**config.mk**
```make
export PLATFORM = sky130hd
export DESIGN_NAME = mtrg_norm
export DESIGN_NICKNAME = d
export VERILOG_FILES = /design/src/rtl/mt19937_random_generator_assert.svh /design/src/rtl/mtrg_pkg.sv /design/src/rtl/mtrg_norm.sv
export SDC_FILE = /design/constraint.sdc
export NUM_CORES = 1
export LEC_CHECK = 0
export ABC_AREA = 1
export BUFFER_PORTS_ARGS = -buffer_cell sky130_fd_sc_hd__buf_2
export CAP_MARGIN = 5
export CORE_ASPECT_RATIO = 0.8
export CORE_UTILIZATION = 54
export CTS_CLUSTER_DIAMETER = 200
export DETAILED_ROUTE_END_ITERATION = 16
export GPL_TIMING_DRIVEN = 0
export PLACE_DENSITY = 0.86
export SLEW_MARGIN = 20
export SYNTH_ARGS = -nofsm -noshare
export SYNTH_HDL_FRONTEND = slang
export SYNTH_SLANG_ARGS = --single-unit
```
**constraint.sdc**
```tcl
create_clock -name clock -period 3.7 [get_ports clock]
set_clock_uncertainty 0.2 [all_clocks]
set_input_delay 0.37 -clock clock [delete_from_list [all_inputs] [get_ports clock]]
set_output_delay 0.37 -clock clock [all_outputs]
set_load 0.02 [all_outputs]
```
**src/rtl/mt19937_random_generator_assert.svh**
```systemverilog
// assertion macros for the random generator
`ifndef MT19937_RANDOM_GENERATOR_ASSERT_SVH
`define MT19937_RANDOM_GENERATOR_ASSERT_SVH

`ifndef NO_ASSERTIONS

// condition holds at every edge outside reset
`define MTRG_ASSERT(name, expr) \
   name: assert property (@(posedge clock) disable iff (reset) (expr)) \
      else $error("mtrg assertion failed");

// trigger implies the condition in the next cycle
`define MTRG_ASSERT_NEXT(name, trig, expr) \
   name: assert property (@(posedge clock) disable iff (reset) (trig) |=> (expr)) \
      else $error("mtrg assertion failed");

`else

`define MTRG_ASSERT(name, expr)
`define MTRG_ASSERT_NEXT(name, trig, expr)

`endif

`endif

```
**src/rtl/mtrg_pkg.sv**
```systemverilog
package mtrg_pkg;

   // generator geometry
   localparam int STATE_WORDS_DEF = 624;
   localparam int TAP_OFFSET_DEF  = 397;

   // opcodes
   localparam logic [2:0] OP_RESEED = 3'd0;
   localparam logic [2:0] OP_WORD   = 3'd1;
   localparam logic [2:0] OP_D_1_2  = 3'd2;
   localparam logic [2:0] OP_D_CO   = 3'd3;
   localparam logic [2:0] OP_D_OC   = 3'd4;
   localparam logic [2:0] OP_D_OO   = 3'd5;

   // status codes
   localparam logic ST_OK       = 1'b0;
   localparam logic ST_NOT_SEED = 1'b1;

   // twist and temper constants
   localparam logic [31:0] TWIST_MATRIX = 32'h9908_b0df;
   localparam logic [31:0] SEED_MULT    = 32'd1812433253;
   localparam logic [31:0] TEMPER_B     = 32'h9d2c_5680;
   localparam logic [31:0] TEMPER_C     = 32'hefc6_0000;

   // binary64 layout
   localparam int FRAC_W    = 52;
   localparam int MANT_W    = FRAC_W + 1;
   localparam int EXP_W     = 11;
   localparam int HI_FRAC_W = FRAC_W - 32;
   localparam logic [EXP_W-1:0]  EXP_TOP     = 11'd1023;
   localparam logic [63:0]       ONE_PATTERN = 64'h3FF0_0000_0000_0000;
   localparam logic [MANT_W-1:0] UNIT_K      = {1'b1, {FRAC_W{1'b0}}};

   // normalizer status
   typedef struct packed {
      logic busy;
      logic done;
   } norm_stat_type;

   // output tempering
   function automatic logic [31:0] temper(input logic [31:0] w);
      logic [31:0] y;
      y = w ^ (w >> 11);
      y = y ^ ((y << 7) & TEMPER_B);
      y = y ^ ((y << 15) & TEMPER_C);
      y = y ^ (y >> 18);
      return y;
   endfunction

endpackage

```
**src/rtl/mtrg_norm.sv**
```systemverilog
module mtrg_norm
   import mtrg_pkg::*;
(
   input  logic                clock,
   input  logic                reset,
   input  logic                start,
   input  logic [MANT_W-1:0]   k,
   output norm_stat_type       stat,
   output logic [63:0]         result
);

   logic                busy_ff, busy_in;
   logic                done_ff, done_in;
   logic                zero_ff, zero_in;
   logic [MANT_W-1:0]   sig_ff, sig_in;
   logic [EXP_W-1:0]    exp_ff, exp_in;

   // one bit of left shift per cycle until the leading one reaches the top
   always_comb begin
      busy_in = busy_ff;
      done_in = 1'b0;
      zero_in = zero_ff;
      sig_in  = sig_ff;
      exp_in  = exp_ff;
      if (start) begin
         busy_in = 1'b1;
         zero_in = (k == '0);
         sig_in  = k;
         exp_in  = EXP_TOP;
      end else if (busy_ff) begin
         if (sig_ff[MANT_W-1] || zero_ff) begin
            busy_in = 1'b0;
            done_in = 1'b1;
         end else begin
            sig_in = {sig_ff[MANT_W-2:0], 1'b0};
            exp_in = exp_ff - 1'b1;
         end
      end
   end

   // control
   always_ff @(posedge clock) begin
      if (reset) begin
         busy_ff <= 1'b0;
         done_ff <= 1'b0;
      end else begin
         busy_ff <= busy_in;
         done_ff <= done_in;
      end
   end

   // datapath
   always_ff @(posedge clock) begin
      zero_ff <= zero_in;
      sig_ff  <= sig_in;
      exp_ff  <= exp_in;
   end

   assign stat.busy = busy_ff;
   assign stat.done = done_ff;
   assign result    = zero_ff ? 64'd0 : {1'b0, exp_ff, sig_ff[FRAC_W-1:0]};

endmodule

```
# --- Yosys cells after proc, flatten, opt, wreduce, memory -nomap -nowiden ---
# Index checks and enable logic that the tools add are counted.
word_totals:
  wordCells: 23
  inputBits: 56
  register_bits: 67
classes:
  reduce_logical: 6
  addsub: 1
  n_eq_ne: 1
  n_mux: 8
  n_bitwise: 2
op_table:
  columns: ["operator", "n"]
  rows:
  - ["53-bit two-way mux", 3]
  - ["63-bit two-way mux", 1]
  - ["53-bit zero test", 1]
  - ["11-bit by 1-bit subtractor with 11-bit output, second input constant", 1]
  - ["1-bit two-way mux", 4]
  - ["2-bit AND reduction", 2]
  - ["3-bit OR reduction", 1]
  - ["2-bit inequality test, second input constant", 1]
  - ["1-bit NOT", 2]
  - ["2-bit nonzero test", 1]
  - ["1-bit logical OR", 1]

# --- Depth between registers and ports, before layout ---
logic_depth:
  depth_word: 4
  ltp_mapped: 7
  mapped_depth_nobuf: 7

# --- Least setup slack after synthesis ---
# Ideal clock, no wire load.
synth_path:
  path_kind: "register to register"
  from: "register zero_ff"
  to: "register sig_ff[0] (enable)"
  setup_slack_ns: 1.179
  stages_incl_launch_ff: 5
  arrival_ns: 1.909
  n_path_buf: 1
  setup_ns: 0.412
  period_less_slack_ns: 2.521
  cell_sequence: "edfxtp_1 buf_6 nor2_8 nand2_1 nand2_1"
synth_via:
  elab_chain_len: 3
synth_lines:
  columns: ["element", "line", "source"]
  rows:
  - ["from (decl)", "mtrg_norm.sv:14", "logic zero_ff, zero_in;"]
  - ["from (signal assigned)", "mtrg_norm.sv:54", "zero_ff <= zero_in;"]
  - ["1-bit logical OR", "mtrg_norm.sv:31", "if (sig_ff[MANT_W-1] || zero_ff) begin"]
  - ["2-bit inequality test (no source line)", null, null]
  - ["2-bit AND reduction (no source line)", null, null]
  - ["to (signal assigned)", "mtrg_norm.sv:55", "sig_ff <= sig_in;"]
  - ["to (decl)", "mtrg_norm.sv:15", "logic [MANT_W-1:0] sig_ff, sig_in;"]
# No other way between the ends.
# A chain may end at the register's enable or synchronous reset.

# --- Final worst setup path ---
layout_path:
  from: "register zero_ff"
  to: "output result[7]"
layout_via:
  elab_chain_len: 1
layout_lines:
  columns: ["element", "line", "source"]
  rows:
  - ["63-bit two-way mux", "mtrg_norm.sv:61", "assign result = zero_ff ? 64'd0 : {1'b0, exp_ff, sig_ff[FRAC_W-1:0]};"]
  - ["to (decl)", "mtrg_norm.sv:9", "output logic [63:0] result"]
# No other way between the ends.

==> key figures <==
Place
  • Final GP Congestion: 0.849
  • Placed inst area: 4140 µm²
  • Port bufs: 120
  • HPWL Detailed: 6.25 mm

Logic synthesis
  • Syn. warnings: 0
  • Cell Area, Synth: 3430 µm²
  • Library cells used by synthesis: 21
  • Synthesized area per cell: 8.01 µm²
  • Syn nets: 485
  • Yosys reg bits: 67
  • Post-Synthesis Cells: 428
  • Seq/Total Area, Yosys: 54.9%

Clock tree
  • H-tree depth: 3
  • Setup Buffers After CTS: 0
  • Reg clk slew, reported paths: 0.07 ns
  • Root buffer cell: clkbuf_8
  • Clk buf depth: 2
  • Post-CTS sizing: 0
  • CTS sink count: 67
  • Number of buffers created by CTS: 9
  • Hold_buf cts: 1
  • CTS tree: yes
  • Worst-skew pair later-pin latency: 0.34 ns

Timing
  • Setup Viol. Count Final: 0
  • RSZ-0062 raised after global routing: no
  • FMAX: 0.474 GHz
  • Final worst-path cycle share: 57.0%
  • Setup_tns: 0 ns
  • Slew HR: 54.6%
  • Final Hold Viols: 0
  • Worst-Margin Slew: 0.680 ns
  • Fin crit period: 2.11 ns
  • Fin. max-slew vios: 0

Critical path
  • Worst EP arrival: 1.54 ns
  • Critical path data required time: 3.13 ns
  • Reg-to-reg startpoint: zero_ff
  • Crit-path max FO: 10
  • Worst Setup Path Type: flip-flop to output port
  • Setup crit end kind: output port
  • R2R Path End: sig_ff[23]
  • Cells on worst reg2reg path: 4
  • Critical Path Source Type: flip-flop
  • Reg2reg setup slack: 1.71 ns
  • Worst Setup SP: zero_ff

Hold path
  • Hold Path Depth: 1
  • HP Start: start
  • Min-Delay Path Class: input port to flip-flop
  • Hold path endpoint: zero_ff

Die
  • Die area: 6670 µm²
  • I/O Pins: 122
  • Placeable Area: 6010 µm²
  • Starting Density: 57.1%
  • Die width: 91.1 µm
  • Die height: 73.3 µm
  • Row count: 25

Pwr
  • P per Cell Area: 426 nW/µm²
  • Total leakage power: 2.17 nW
  • Worst VDD drop: 0.303 mV

Global routing
  • Grt ovf: 0
  • Initial antenna violation count: 0
  • Vias in the first global route: 2820
  • First-pass GRT wire length: 13.2 mm
  • GRT Util Overall: 26.0%
  • Largest net degree at the start of global routing: 54

Finish
  • Most frequent cells in the layout: buf_2, nor2_1, nand2_1, inv_1, o21ai_0
  • Share of cells above drive strength 1: 26.7%
  • Antenna cells: 0
  • Nets: 617
  • Area Overhead vs Synth: 27.3%
  • Design area: 4360 µm²
  • Most common cell after layout, fill and taps aside: buf_2

Route
  • DRT iter0 DRCs: 202
  • Antenna viol nets, final: 0
  • Drt pass-1 iters: 5
  • DRC Markers: 0
  • Detailed Route WL: 8.59 mm
  • Wire length per cell: 13.3 µm
  • Vias per cell: 5.05
  • Via Count: 3261

Run status
  • Status: finished, final reports clean

Flow run
  • Max cap viols: 0
-- cell type report --
cell class | instances | area, µm²
Clock buffer | 10 | 128
Clock inverter | 6 | 88.8
Inverter | 67 | 251
Fill cell | 482 | 1640
Tap cell | 81 | 101
Sequential cell | 67 | 1880
Buffer | 23 | 113
Multi-Input combinational cell | 271 | 1190
Timing Repair Buffer | 121 | 611
-- report_power, final --
| group | leakage (nW) | internal (mW) | switching, mW | total [mW] |
|---|---|---|---|---|
| combinational | 1.43 | 0.0962 | 0.201 | 0.297 |
| clock | 0.103 | 0.381 | 0.288 | 0.669 |
| sequential | 0.646 | 0.879 | 0.0154 | 0.895 |
-- synthesized netlist by cell type (all sizes together) --
cell type	count	area, µm²
conb	1	3.75
edfxtp	54	1620
o21ai	58	290
inv	67	251
dfxtp	13	260
ha	1	12.5
nand4	4	25.0
nand3	19	113
clkbuf	13	48.8
nand2	74	278
and2	1	6.26
nor3	3	15.0
buf	10	63.8
nor2	106	419
a21oi	4	20.0
-- worst max-delay path, cell delays in order, from the launching register on --
cell and delay (ns):
edfxtp_1 0.34, buf_6 0.17, clkbuf_1 0.38, nor2_1 0.13, buf_2 0.18
-- registers in the layout, summed over array words and instances (netlist names) --
signal,count
sig_ff,53
exp_ff,11
busy_ff,1
done_ff,1
zero_ff,1
-- per-layer routing --
metal	vias to the layer above	global-route usage, %	routed length, µm
met2	167	41.4	3900
met3	8	5.49	662
met5	-	0	0
li1	1618	-	-
met4	0	9.35	86
met1	1468	35.9	3940
-- through the flow --
stage          utilization, %  instances  worst slack (ns)  total power, mW  hold WS (ns)
6_report                 72.7        646              1.59             1.86        0.0455
5_1_grt                  72.7        646              1.48             1.93        0.0338
4_1_cts                  72.7        646              1.58             1.87        0.0315
3_5_place_dp             68.9        629              1.56             1.20         0.257
3_3_place_gp             68.8        629             0.466             1.20         0.243
2_1_floorplan               -        428              1.18             1.09         0.229
-- worst max path at each step --
stage	endpoint	slack, ns	cells past startpoint
3_3_place_gp	sig_ff[19]	0.47	5
3_5_place_dp	sig_ff[20]	1.56	5
5_1_grt	result[12]	1.48	4
2_1_floorplan	sig_ff[0]	1.18	4
6_report	result[7]	1.59	4
4_1_cts	result[12]	1.58	4
-- cells by family after synthesis --
logic type,Yosys count,share of synthesized area [%]
simple gates,207,25.0
compound gates,62,9.05
buf+inv,90,10.6
other cells,1,0.109
flops,67,54.9
fa+ha+maj,1,0.365
Note: power is estimated with default switching activity, not from simulation.
